--- src/tgd_pkg.sv ---
// tgd_pkg: shared types and constants of the touch gesture detector
// item kinds, event codes, register indexes, reset values, config struct
// no dependencies
`default_nettype none

package tgd_pkg;

	localparam int KIND_W     = 2;
	localparam int EV_W       = 2;
	localparam int SAMPLE_W   = 16;
	localparam int TIME_W     = 32;
	localparam int CFG_IDX_W  = 4;
	localparam int CFG_DATA_W = 16;
	localparam int GAIN_W     = 9;

	localparam logic [KIND_W-1:0] KIND_START = 2'd0;
	localparam logic [KIND_W-1:0] KIND_CAL   = 2'd1;
	localparam logic [KIND_W-1:0] KIND_GEST  = 2'd2;

	localparam logic [EV_W-1:0] EV_NONE   = 2'd0;
	localparam logic [EV_W-1:0] EV_TAP    = 2'd1;
	localparam logic [EV_W-1:0] EV_DOUBLE = 2'd2;
	localparam logic [EV_W-1:0] EV_HOLD   = 2'd3;

	localparam logic [CFG_IDX_W-1:0] REG_DROP     = 4'd0;
	localparam logic [CFG_IDX_W-1:0] REG_HOLD     = 4'd1;
	localparam logic [CFG_IDX_W-1:0] REG_DTAP     = 4'd2;
	localparam logic [CFG_IDX_W-1:0] REG_MIN_TAP  = 4'd3;
	localparam logic [CFG_IDX_W-1:0] REG_INTERVAL = 4'd4;
	localparam logic [CFG_IDX_W-1:0] REG_WARMUP   = 4'd5;
	localparam logic [CFG_IDX_W-1:0] REG_G_SLOW   = 4'd6;
	localparam logic [CFG_IDX_W-1:0] REG_G_FAST   = 4'd7;

	localparam logic [15:0] RST_DROP     = 16'd35;
	localparam logic [15:0] RST_HOLD     = 16'd2000;
	localparam logic [15:0] RST_DTAP     = 16'd500;
	localparam logic [15:0] RST_MIN_TAP  = 16'd20;
	localparam logic [15:0] RST_INTERVAL = 16'd200;
	localparam logic [15:0] RST_WARMUP   = 16'd5000;
	localparam logic [GAIN_W-1:0] RST_G_SLOW = 9'd38;
	localparam logic [GAIN_W-1:0] RST_G_FAST = 9'd128;
	localparam logic [GAIN_W-1:0] GAIN_ONE   = 9'd256;

	typedef struct packed {
		logic [15:0]       drop_threshold;
		logic [15:0]       hold_time_ms;
		logic [15:0]       dtap_window_ms;
		logic [15:0]       min_tap_ms;
		logic [15:0]       baseline_interval_ms;
		logic [15:0]       warmup_ms;
		logic [GAIN_W-1:0] gain_slow;
		logic [GAIN_W-1:0] gain_fast;
	} cfg_t;

	// gesture sample seen while enabled, and its touch decision
	typedef struct packed {
		logic active;
		logic touched;
	} judge_t;

endpackage

`default_nettype wire

--- src/tgd_in_if.sv ---
// tgd_in_if: input channel of the touch gesture detector
// valid/ready handshake with kind, sample and timestamp; uses tgd_pkg
`default_nettype none

interface tgd_in_if;
	logic                          valid;
	logic                          ready;
	logic [tgd_pkg::KIND_W-1:0]    kind;
	logic [tgd_pkg::SAMPLE_W-1:0]  sample;
	logic [tgd_pkg::TIME_W-1:0]    now_ms;

	modport source (output valid, kind, sample, now_ms, input ready);
	modport sink (input valid, kind, sample, now_ms, output ready);
endinterface

`default_nettype wire

--- src/tgd_out_if.sv ---
// tgd_out_if: result channel of the touch gesture detector
// valid/ready handshake with event, touched flag and baseline; uses tgd_pkg
`default_nettype none

interface tgd_out_if;
	logic                          valid;
	logic                          ready;
	logic [tgd_pkg::EV_W-1:0]      event_res;
	logic                          touched;
	logic [tgd_pkg::SAMPLE_W-1:0]  baseline_level;

	modport source (output valid, event_res, touched, baseline_level, input ready);
	modport sink (input valid, event_res, touched, baseline_level, output ready);
endinterface

`default_nettype wire

--- src/tgd_cfg_regs.sv ---
// tgd_cfg_regs: configuration registers written through a plain write port
// uses tgd_pkg for indexes, reset values and the config struct
`default_nettype none

module tgd_cfg_regs (
	input  wire logic                             clk,
	input  wire logic                             arst_n,
	input  wire logic                             we,
	input  wire logic [tgd_pkg::CFG_IDX_W-1:0]    idx,
	input  wire logic [tgd_pkg::CFG_DATA_W-1:0]   data,
	output tgd_pkg::cfg_t                         cfg
);

	tgd_pkg::cfg_t cfg_q;

	always_ff @(posedge clk or negedge arst_n) begin
		if (!arst_n) begin
			cfg_q.drop_threshold       <= tgd_pkg::RST_DROP;
			cfg_q.hold_time_ms         <= tgd_pkg::RST_HOLD;
			cfg_q.dtap_window_ms       <= tgd_pkg::RST_DTAP;
			cfg_q.min_tap_ms           <= tgd_pkg::RST_MIN_TAP;
			cfg_q.baseline_interval_ms <= tgd_pkg::RST_INTERVAL;
			cfg_q.warmup_ms            <= tgd_pkg::RST_WARMUP;
			cfg_q.gain_slow            <= tgd_pkg::RST_G_SLOW;
			cfg_q.gain_fast            <= tgd_pkg::RST_G_FAST;
		end else if (we) begin
			unique case (idx)
				tgd_pkg::REG_DROP:     cfg_q.drop_threshold       <= data;
				tgd_pkg::REG_HOLD:     cfg_q.hold_time_ms         <= data;
				tgd_pkg::REG_DTAP:     cfg_q.dtap_window_ms       <= data;
				tgd_pkg::REG_MIN_TAP:  cfg_q.min_tap_ms           <= data;
				tgd_pkg::REG_INTERVAL: cfg_q.baseline_interval_ms <= data;
				tgd_pkg::REG_WARMUP:   cfg_q.warmup_ms            <= data;
				tgd_pkg::REG_G_SLOW:   cfg_q.gain_slow <= data[tgd_pkg::GAIN_W-1:0];
				tgd_pkg::REG_G_FAST:   cfg_q.gain_fast <= data[tgd_pkg::GAIN_W-1:0];
				default: ;
			endcase
		end
	end

	assign cfg = cfg_q;

endmodule

`default_nettype wire

--- src/tgd_baseline.sv ---
// tgd_baseline: adaptive baseline, calibration maximum and touch decision
// uses tgd_pkg; state advances once per item on adv
`default_nettype none

module tgd_baseline #(
	parameter int FRAC_BITS = 8
) (
	input  wire logic                            clk,
	input  wire logic                            arst_n,
	input  wire logic                            adv,
	input  wire logic [tgd_pkg::KIND_W-1:0]      kind,
	input  wire logic [tgd_pkg::SAMPLE_W-1:0]    sample,
	input  wire logic [tgd_pkg::TIME_W-1:0]      now_ms,
	input  wire tgd_pkg::cfg_t                   cfg,
	output tgd_pkg::judge_t                      judge,
	output logic [tgd_pkg::SAMPLE_W-1:0]         level_next
);

	localparam int W  = tgd_pkg::SAMPLE_W + FRAC_BITS;
	localparam int AW = W + 11;

	logic [W-1:0]                     level_q;
	logic [tgd_pkg::SAMPLE_W-1:0]     calmax_q;
	logic [tgd_pkg::TIME_W-1:0]       last_q;
	logic [tgd_pkg::TIME_W-1:0]       start_q;
	logic                             enabled_q;

	logic [W-1:0]                     samp_fx;
	logic [W-1:0]                     lvl0;
	logic [tgd_pkg::SAMPLE_W-1:0]     lint;
	logic                             touched_raw;
	logic                             upd;
	logic                             warm;
	logic [tgd_pkg::GAIN_W-1:0]       g_raw;
	logic [tgd_pkg::GAIN_W-1:0]       g;
	logic signed [W:0]                diff;
	logic signed [AW-1:0]             prod;
	logic signed [AW-1:0]             acc;
	logic [W-1:0]                     lvl_upd;
	logic [tgd_pkg::SAMPLE_W-1:0]     calmax_n;
	logic [W-1:0]                     level_n;
	logic                             gest;

	assign samp_fx     = {sample, {FRAC_BITS{1'b0}}};
	assign lvl0        = (level_q == '0) ? samp_fx : level_q;
	assign lint        = lvl0[W-1:FRAC_BITS];
	assign touched_raw = {1'b0, lint} >= ({1'b0, sample} + {1'b0, cfg.drop_threshold});
	assign upd   = !touched_raw && ((now_ms - last_q) >= {16'd0, cfg.baseline_interval_ms});
	assign warm  = (now_ms - start_q) < {16'd0, cfg.warmup_ms};
	assign g_raw = warm ? cfg.gain_fast : cfg.gain_slow;
	assign g     = (g_raw > tgd_pkg::GAIN_ONE) ? tgd_pkg::GAIN_ONE : g_raw;

	// new = level + g * (sample - level) / 256, rounded half up
	assign diff    = $signed({1'b0, samp_fx}) - $signed({1'b0, lvl0});
	assign prod    = $signed({1'b0, g}) * diff;
	assign acc     = $signed({3'b000, lvl0, 8'd0}) + prod + AW'(128);
	assign lvl_upd = acc[W+7:8];

	assign calmax_n = (sample > calmax_q) ? sample : calmax_q;
	assign gest     = (kind == tgd_pkg::KIND_GEST) && enabled_q;

	always_comb begin
		level_n = level_q;
		unique case (kind)
			tgd_pkg::KIND_START: level_n = level_q;
			tgd_pkg::KIND_CAL:   level_n = {calmax_n, {FRAC_BITS{1'b0}}};
			tgd_pkg::KIND_GEST:  level_n = enabled_q ? (upd ? lvl_upd : lvl0) : level_q;
			default:             level_n = level_q;
		endcase
	end

	always_ff @(posedge clk or negedge arst_n) begin
		if (!arst_n) begin
			level_q   <= '0;
			calmax_q  <= '0;
			last_q    <= '0;
			start_q   <= '0;
			enabled_q <= 1'b0;
		end else if (adv) begin
			level_q <= level_n;
			unique case (kind)
				tgd_pkg::KIND_START: begin
					enabled_q <= 1'b1;
					start_q   <= now_ms;
					calmax_q  <= '0;
				end
				tgd_pkg::KIND_CAL: calmax_q <= calmax_n;
				tgd_pkg::KIND_GEST: begin
					if (enabled_q && upd)
						last_q <= now_ms;
				end
				default: ;
			endcase
		end
	end

	assign judge      = {gest, gest && touched_raw};
	assign level_next = level_n[W-1:FRAC_BITS];

endmodule

`default_nettype wire

--- src/tgd_gesture_fsm.sv ---
// tgd_gesture_fsm: idle / touching / wait / hold machine giving tap, double-tap and hold events
// uses tgd_pkg; takes the touch decision from tgd_baseline
`default_nettype none

module tgd_gesture_fsm (
	input  wire logic                           clk,
	input  wire logic                           arst_n,
	input  wire logic                           adv,
	input  wire logic [tgd_pkg::KIND_W-1:0]     kind,
	input  wire logic [tgd_pkg::TIME_W-1:0]     now_ms,
	input  wire tgd_pkg::judge_t                judge,
	input  wire tgd_pkg::cfg_t                  cfg,
	output logic [tgd_pkg::EV_W-1:0]            ev
);

	localparam logic [1:0] ST_IDLE  = 2'd0;
	localparam logic [1:0] ST_TOUCH = 2'd1;
	localparam logic [1:0] ST_WAIT  = 2'd2;
	localparam logic [1:0] ST_HOLD  = 2'd3;

	logic [1:0]                    state_q, state_n;
	logic                          late_q, late_n;
	logic [tgd_pkg::TIME_W-1:0]    press_q, lift_q;
	logic                          set_press, set_lift;
	logic [tgd_pkg::TIME_W-1:0]    dur_press, dur_lift;
	logic                          held;

	assign dur_press = now_ms - press_q;
	assign dur_lift  = now_ms - lift_q;
	assign held      = dur_press >= {16'd0, cfg.hold_time_ms};

	always_comb begin
		state_n   = state_q;
		late_n    = late_q;
		set_press = 1'b0;
		set_lift  = 1'b0;
		ev        = tgd_pkg::EV_NONE;
		if (kind == tgd_pkg::KIND_START) begin
			state_n = ST_IDLE;
			late_n  = 1'b0;
		end else if (judge.active) begin
			unique case (state_q)
				ST_IDLE: begin
					if (judge.touched) begin
						state_n   = ST_TOUCH;
						set_press = 1'b1;
						late_n    = 1'b0;
					end
				end
				ST_TOUCH: begin
					if (!judge.touched) begin
						priority if (held || late_q)
							state_n = ST_IDLE;
						else if (dur_press >= {16'd0, cfg.min_tap_ms}) begin
							state_n  = ST_WAIT;
							set_lift = 1'b1;
						end else
							state_n = ST_IDLE;
					end else if (held) begin
						ev      = tgd_pkg::EV_HOLD;
						state_n = ST_HOLD;
					end
				end
				ST_WAIT: begin
					if (judge.touched) begin
						if (dur_lift <= {16'd0, cfg.dtap_window_ms}) begin
							ev     = tgd_pkg::EV_DOUBLE;
							late_n = 1'b0;
						end else begin
							late_n = 1'b1;
						end
						state_n   = ST_TOUCH;
						set_press = 1'b1;
					end else if (dur_lift > {16'd0, cfg.dtap_window_ms}) begin
						ev      = tgd_pkg::EV_TAP;
						state_n = ST_IDLE;
					end
				end
				ST_HOLD: begin
					if (!judge.touched)
						state_n = ST_IDLE;
				end
				default: state_n = ST_IDLE;
			endcase
		end
	end

	always_ff @(posedge clk or negedge arst_n) begin
		if (!arst_n) begin
			state_q <= ST_IDLE;
			late_q  <= 1'b0;
			press_q <= '0;
			lift_q  <= '0;
		end else if (adv) begin
			state_q <= state_n;
			late_q  <= late_n;
			if (set_press)
				press_q <= now_ms;
			if (set_lift)
				lift_q <= now_ms;
		end
	end

endmodule

`default_nettype wire

--- src/touch_gesture_detector.sv ---
// touch_gesture_detector: top level, input register, result register, submodules
// uses tgd_pkg, tgd_in_if, tgd_out_if, tgd_cfg_regs, tgd_baseline, tgd_gesture_fsm
//
// channel   dir  handshake      payload
// samples   in   valid/ready    kind, sample, now_ms
// results   out  valid/ready    event_res, touched, baseline_level
// cfg       in   cfg_we         cfg_idx, cfg_data
//
// one item per cycle unless results stall; items pass input, then result register
// the state update of one item completes as it moves from input register
// to result register, so the next item sees it at once
// a stalled result holds the input register; samples.ready drops only when both are full
// arst_n clears all state to idle, zero baseline, disabled, register reset values
`default_nettype none

module touch_gesture_detector #(
	parameter int BASELINE_FRAC_BITS = 8
) (
	input  wire logic                             clk,
	input  wire logic                             arst_n,
	tgd_in_if.sink                                samples,
	tgd_out_if.source                             results,
	input  wire logic                             cfg_we,
	input  wire logic [tgd_pkg::CFG_IDX_W-1:0]    cfg_idx,
	input  wire logic [tgd_pkg::CFG_DATA_W-1:0]   cfg_data
);

	tgd_pkg::cfg_t                     cfg;
	tgd_pkg::judge_t                   judge;

	logic                              valid_s1;
	logic [tgd_pkg::KIND_W-1:0]        kind_s1;
	logic [tgd_pkg::SAMPLE_W-1:0]      sample_s1;
	logic [tgd_pkg::TIME_W-1:0]        now_s1;

	logic                              res_valid_q;
	logic [tgd_pkg::EV_W-1:0]          ev_q;
	logic                              touched_q;
	logic [tgd_pkg::SAMPLE_W-1:0]      level_q;

	logic                              adv;
	logic                              take;
	logic [tgd_pkg::EV_W-1:0]          ev;
	logic [tgd_pkg::SAMPLE_W-1:0]      level_next;

	assign adv           = valid_s1 && (!res_valid_q || results.ready);
	assign samples.ready = !valid_s1 || adv;
	assign take          = samples.valid && samples.ready;

	tgd_cfg_regs u_cfg (
		.clk    (clk),
		.arst_n (arst_n),
		.we     (cfg_we),
		.idx    (cfg_idx),
		.data   (cfg_data),
		.cfg    (cfg)
	);

	tgd_baseline #(
		.FRAC_BITS (BASELINE_FRAC_BITS)
	) u_base (
		.clk        (clk),
		.arst_n     (arst_n),
		.adv        (adv),
		.kind       (kind_s1),
		.sample     (sample_s1),
		.now_ms     (now_s1),
		.cfg        (cfg),
		.judge      (judge),
		.level_next (level_next)
	);

	tgd_gesture_fsm u_fsm (
		.clk    (clk),
		.arst_n (arst_n),
		.adv    (adv),
		.kind   (kind_s1),
		.now_ms (now_s1),
		.judge  (judge),
		.cfg    (cfg),
		.ev     (ev)
	);

	always_ff @(posedge clk or negedge arst_n) begin
		if (!arst_n) begin
			valid_s1 <= 1'b0;
		end else if (take) begin
			valid_s1 <= 1'b1;
		end else if (adv) begin
			valid_s1 <= 1'b0;
		end
	end

	always_ff @(posedge clk) begin
		if (take) begin
			kind_s1   <= samples.kind;
			sample_s1 <= samples.sample;
			now_s1    <= samples.now_ms;
		end
	end

	always_ff @(posedge clk or negedge arst_n) begin
		if (!arst_n) begin
			res_valid_q <= 1'b0;
		end else if (adv) begin
			res_valid_q <= 1'b1;
		end else if (results.ready) begin
			res_valid_q <= 1'b0;
		end
	end

	always_ff @(posedge clk) begin
		if (adv) begin
			ev_q      <= ev;
			touched_q <= judge.touched;
			level_q   <= level_next;
		end
	end

	assign results.valid          = res_valid_q;
	assign results.event_res      = ev_q;
	assign results.touched        = touched_q;
	assign results.baseline_level = level_q;

	a_full_stall : assert property (@(posedge clk) disable iff (!arst_n)
		(valid_s1 && res_valid_q && !results.ready) |-> !samples.ready)
		else $error("input taken while both stages are full and stalled");

	a_adv_result : assert property (@(posedge clk) disable iff (!arst_n)
		adv |=> res_valid_q)
		else $error("processed item left no result");

	a_start_quiet : assert property (@(posedge clk) disable iff (!arst_n)
		(adv && kind_s1 == tgd_pkg::KIND_START) |=>
		(ev_q == tgd_pkg::EV_NONE && !touched_q))
		else $error("start item produced an event or touch");

	a_idle_quiet : assert property (@(posedge clk) disable iff (!arst_n)
		(adv && !judge.active) |-> (ev == tgd_pkg::EV_NONE && !judge.touched))
		else $error("non-gesture item produced an event or touch");

endmodule

`default_nettype wire
--- src/flat_wrapper.sv ---
// flat-port wrapper written by rule: the top's interface ports become plain ports
module touch_gesture_detector_flat 
#(
	parameter int BASELINE_FRAC_BITS = 8
)
  (clk, arst_n, cfg_we, cfg_idx, cfg_data, samples_valid, samples_kind, samples_sample, samples_now_ms, samples_ready, results_valid, results_event_res, results_touched, results_baseline_level, results_ready);
  tgd_in_if samples_i ();
  tgd_out_if results_i ();
  input  wire logic clk;
  input  wire logic arst_n;
  input  wire logic cfg_we;
  input  wire logic [tgd_pkg::CFG_IDX_W-1:0] cfg_idx;
  input  wire logic [tgd_pkg::CFG_DATA_W-1:0] cfg_data;
  input wire logic [$bits(samples_i.valid)-1:0] samples_valid;
  input wire logic [$bits(samples_i.kind)-1:0] samples_kind;
  input wire logic [$bits(samples_i.sample)-1:0] samples_sample;
  input wire logic [$bits(samples_i.now_ms)-1:0] samples_now_ms;
  output wire logic [$bits(samples_i.ready)-1:0] samples_ready;
  output wire logic [$bits(results_i.valid)-1:0] results_valid;
  output wire logic [$bits(results_i.event_res)-1:0] results_event_res;
  output wire logic [$bits(results_i.touched)-1:0] results_touched;
  output wire logic [$bits(results_i.baseline_level)-1:0] results_baseline_level;
  input wire logic [$bits(results_i.ready)-1:0] results_ready;
  assign samples_i.valid = samples_valid;
  assign samples_i.kind = samples_kind;
  assign samples_i.sample = samples_sample;
  assign samples_i.now_ms = samples_now_ms;
  assign samples_ready = samples_i.ready;
  assign results_valid = results_i.valid;
  assign results_event_res = results_i.event_res;
  assign results_touched = results_i.touched;
  assign results_baseline_level = results_i.baseline_level;
  assign results_i.ready = results_ready;
  touch_gesture_detector #(.BASELINE_FRAC_BITS(BASELINE_FRAC_BITS)) u_core (.clk(clk), .arst_n(arst_n), .samples(samples_i), .results(results_i), .cfg_we(cfg_we), .cfg_idx(cfg_idx), .cfg_data(cfg_data));
endmodule
--- config.mk ---
export PLATFORM = sky130hd
export DESIGN_NAME = touch_gesture_detector_flat
export DESIGN_NICKNAME = d
export VERILOG_FILES = /design/src/tgd_pkg.sv /design/src/tgd_in_if.sv /design/src/tgd_out_if.sv /design/src/tgd_cfg_regs.sv /design/src/tgd_baseline.sv /design/src/tgd_gesture_fsm.sv /design/src/touch_gesture_detector.sv /design/src/flat_wrapper.sv
export SDC_FILE = /design/constraint.sdc
export NUM_CORES = 2
export LEC_CHECK = 0
export BUFFER_PORTS_ARGS = -buffer_cell sky130_fd_sc_hd__clkbuf_2
export CAP_MARGIN = 20
export CELL_PAD_IN_SITES_DETAIL_PLACEMENT = 1
export CELL_PAD_IN_SITES_GLOBAL_PLACEMENT = 2
export CORE_MARGIN = 10
export CORE_UTILIZATION = 37
export CTS_BUF_LIST = sky130_fd_sc_hd__clkbuf_16
export DETAILED_ROUTE_END_ITERATION = 8
export HOLD_SLACK_MARGIN = 0.15
export PLACE_DENSITY = 0.81
export SYNTH_ARGS = -nofsm -noshare
export SYNTH_HDL_FRONTEND = slang
export SYNTH_SLANG_ARGS = --single-unit
--- constraint.sdc ---
create_clock -name clk -period 10.4 [get_ports clk]
set_clock_uncertainty 0.2 [all_clocks]
set_input_delay 1.04 -clock clk [delete_from_list [all_inputs] [get_ports clk]]
set_output_delay 1.04 -clock clk [all_outputs]
set_load 0.005 [all_outputs]
==> flow_summary_export.csv <==
group,metric,value,unit
logic_synthesis,async_flop_share,0.807,
job,maxCapViolCount,0,
logic_synthesis,synth_edf_count,69,
global_routing,grt_pass1_wl,170,mm
clock_network,cts-buffers-inserted,47,
place,hpwl,86.5,mm
drt,drt_iter0_markers,1391,
logic_synthesis,yosysWarnings,0,
drt,route.met3.wl,3.11,mm
logic_synthesis,ys_ff_latch,357,
worst_setup_path,path_class,"reg -> reg",
worst_setup_path,critical_path_peak_fanout,5,
drt,post_drt_wl_per_cell,21.5,um
place,port-buffer-count,95,
logic_synthesis,synth_area_leaders,"dfrtp_1, ha_1, fa_1, edfxtp_1, inv_1",
sta,hold_violations,0,
die,die_height,322,um
sta,min_period,10180,ps
sta,setup_viol,0,
clock_network,cts_tree,"built",
logic_synthesis,synth_cell_types,106,
worst_setup_path,crit_top_cell,"fa_1",
global_routing,gr-usage-all-layers,0.208,
sta,rsz0062_at_grt,"true",
drt,viasPerCell,5.43,
logic_synthesis,synth.top_cell.area_share,0.192,
final_layout,area_delta_synth_final,17.1,%
drt,wl_met2,55.8,mm
logic_synthesis,syn_area_per_cell,9.23,um2
drt,wl,111,mm
worst_setup_path,r2r_setup_slack,220,ps
sta,worstMarginPinSlew,1150,ps
hold_path,holdCritPathClass,"in -> async",
die,core_area,90300,um2
global_routing,grt_antenna_before_repair,4,
clock_network,clock-root-buffer,"clkbuf_16",
sta,fin_crit_sh,0.979,
global_routing,grt_max_degree,105,
die,rows,110,
worst_setup_path,cp_slowest_stage_delay,560,ps
final_layout,seq_area,9320,um2
clock_network,path_clk_slew,60,ps
die,die_w,322,um
place,placedCellCount,4991,
final_layout,multi_input_area,22800,um2
global_routing,grt_pass1_vias,29856,
sta,max_slew_margin,0.232,
status,status,"finished, final reports clean",
drt,dr_total_vias,27881,
logic_synthesis,yosysTopAreaCell,"dfrtp_1",
final_layout,n_fill_cell,10417,
die,io_pins,96,
sta,finalMaxSlewViolations,0,
worst_setup_path,start_kind,"flip-flop",
drt,top_layer,"met4",
logic_synthesis,syn-num-nets,4271,
drt,dr.pass1.iters,5,
final_layout,layout-drive-gt1-share,0.193,
logic_synthesis,synthTopCellsByCount,"inv_1, ha_1, nor2_1",
place,gp_congestion,0.873,
clock_network,clock-sinks,357,
drt,met1_length,48.3,mm
clock_network,cts_buffer_depth,3,
clock_network,h-tree-depth,2,
final_layout,final_cells,5132,
final_layout,fin_nets,4536,
die,start_util,0.373,
die,dieArea,104000,um2
worst_setup_path,critPathSlowestCell,"fa_1",
worst_setup_path,crit_required,10560,ps
worst_setup_path,crit_path_end_kind,"flip-flop",
logic_synthesis,ys.flop_type,"dfrtp_1",
clock_network,holdBufCountCts,0,
logic_synthesis,synth_cells,3652,
sta,fmax,98.2,MHz
global_routing,overflow,0,
logic_synthesis,ys_seq_area_frac,0.276,
drt,post-route-drc-count,0,
drt,detail-route-antenna-nets,0,
worst_setup_path,crit_arrival,10340,ps
logic_synthesis,synth.most_common_cell,"inv_1",
logic_synthesis,synth.cell_area,33700,um2
clock_network,insertion_delay,640,ps
==> registers in the layout, indices dropped and copies added (netlist names) <==
name                           count
u_core.u_base.calmax_q            16
u_core.results.baseline_level     16
u_core.sample_s1                  16
u_core.results.event_res           2
u_core.u_fsm.state_q               2
u_core.u_base.level_q             24
u_core.u_base.last_q              32
u_core.results.valid               1
u_core.u_base.start_q             32
u_core.kind_s1                     2
u_core.u_base.enabled_q            1
u_core.valid_s1                    1
u_core.u_fsm.press_q              32
u_core.now_s1                     32
u_core.u_cfg.cfg                 114
u_core.u_fsm.late_q                1
u_core.results.touched             1
u_core.u_fsm.lift_q               32
==> worst max-delay path: cells and delay by family (launching register included) <==
kind | cells | cell delay [ps]
XOR/XNOR | 1 | 160
flip-flops | 1 | 410
buffers and inverters | 7 | 700
AO/OA/AOI/OAI | 16 | 2920
adder cells (fa/ha/maj) | 9 | 3530
AND/OR/NAND/NOR | 11 | 1990
==> worst paths after layout <==
kind                                                from                                end  depth (start not counted)
worst max-delay path            u_core.u_base.start_q[0]  u_core.results.baseline_level[10]                         44
worst min-delay path                              arst_n            u_core.u_fsm.lift_q[24]                          1
worst max register to register  u_core.u_base.start_q[0]  u_core.results.baseline_level[10]                         44
worst min register to register   u_core.u_fsm.lift_q[16]            u_core.u_fsm.lift_q[16]                          1
max in group asynchronous                         arst_n           u_core.u_base.level_q[3]                          2
min in group clk                 u_core.u_fsm.lift_q[16]            u_core.u_fsm.lift_q[16]                          1
==> cell families (layout without fill, tap and decap cells) <==
| group | after synthesis | count (layout) | synth area share |
|---|---|---|---|
| AO/OA/AOI/OAI | 800 | 800 | 0.160 |
| multiplexers | 208 | 208 | 0.0686 |
| other | 0 | 1 | 0 |
| XOR/XNOR | 139 | 139 | 0.0361 |
| AND/OR/NAND/NOR | 984 | 984 | 0.142 |
| adder cells (fa/ha/maj) | 544 | 544 | 0.247 |
| buffers and inverters | 620 | 923 | 0.0704 |
| flip-flops | 357 | 357 | 0.276 |
==> area by class of cell <==
class                           instances  share of cell area
Multi-Input combinational cell       2675               0.577
Sequential cell                       357               0.236
Timing Repair Buffer                  321              0.0606
Inverter                              515              0.0489
Tap cell                             1176              0.0372
Clock buffer                           49              0.0310
Clock inverter                         38             0.00934
Antenna cell                            1           0.0000633
==> timing repair <==
item / 4_1_cts / 5_1_grt
endpoints found under the setup margin: 31 / 32
gates resized for setup: 14 / 159
cloned: 0 / 4
pin swaps: 3 / 130
buffers inserted: 1 / 46
==> routing by layer <==
metal	up-vias	global-route usage
met1	14204	0.260
met5	-	0
met4	0	0.0646
li1	13134	-
met2	386	0.372
met3	157	0.0229
==> placed cells by master, fill, tap and decap left out, drive strengths merged, types with 15 or more instances in the layout <==
cell type,n
a211o,19
a211oi,20
a21o,71
a21oi,203
a22o,18
a31oi,23
and2,24
and3,31
buf,224
clkbuf,146
clkinv,19
dfrtp,259
dfstp,29
edfxtp,69
fa,201
ha,343
inv,526
mux2,184
mux2i,24
nand2,269
nand2b,79
nand3,57
nand4,29
nor2,284
nor2b,60
nor3,50
nor3b,16
nor4,22
o2111ai,17
o211ai,19
o21a,51
o21ai,186
o21bai,15
o31ai,17
xnor2,86
xor2,53
==> stage by stage <==
| stage | instance area [um2] | hold WS [ps] | utilization | setup slack (ps) | TNS, ps |
|---|---|---|---|---|---|
| 2_1_floorplan | 33700 | 250 | - | 22.3 | 0 |
| 3_3_place_gp | 36700 | 267 | 0.406 | -103 | -455 |
| 3_5_place_dp | 36700 | 281 | 0.406 | -280 | -3960 |
| 4_1_cts | 38300 | 294 | 0.425 | 8.45 | 0 |
| 5_1_grt | 39500 | 303 | 0.437 | -257 | -3860 |
| 6_report | 39500 | 245 | 0.438 | 220 | 0 |
Power is left out: the tool's default activity adds up to more than one toggle a clock period on the data nets, which glitch-free logic cannot reach.
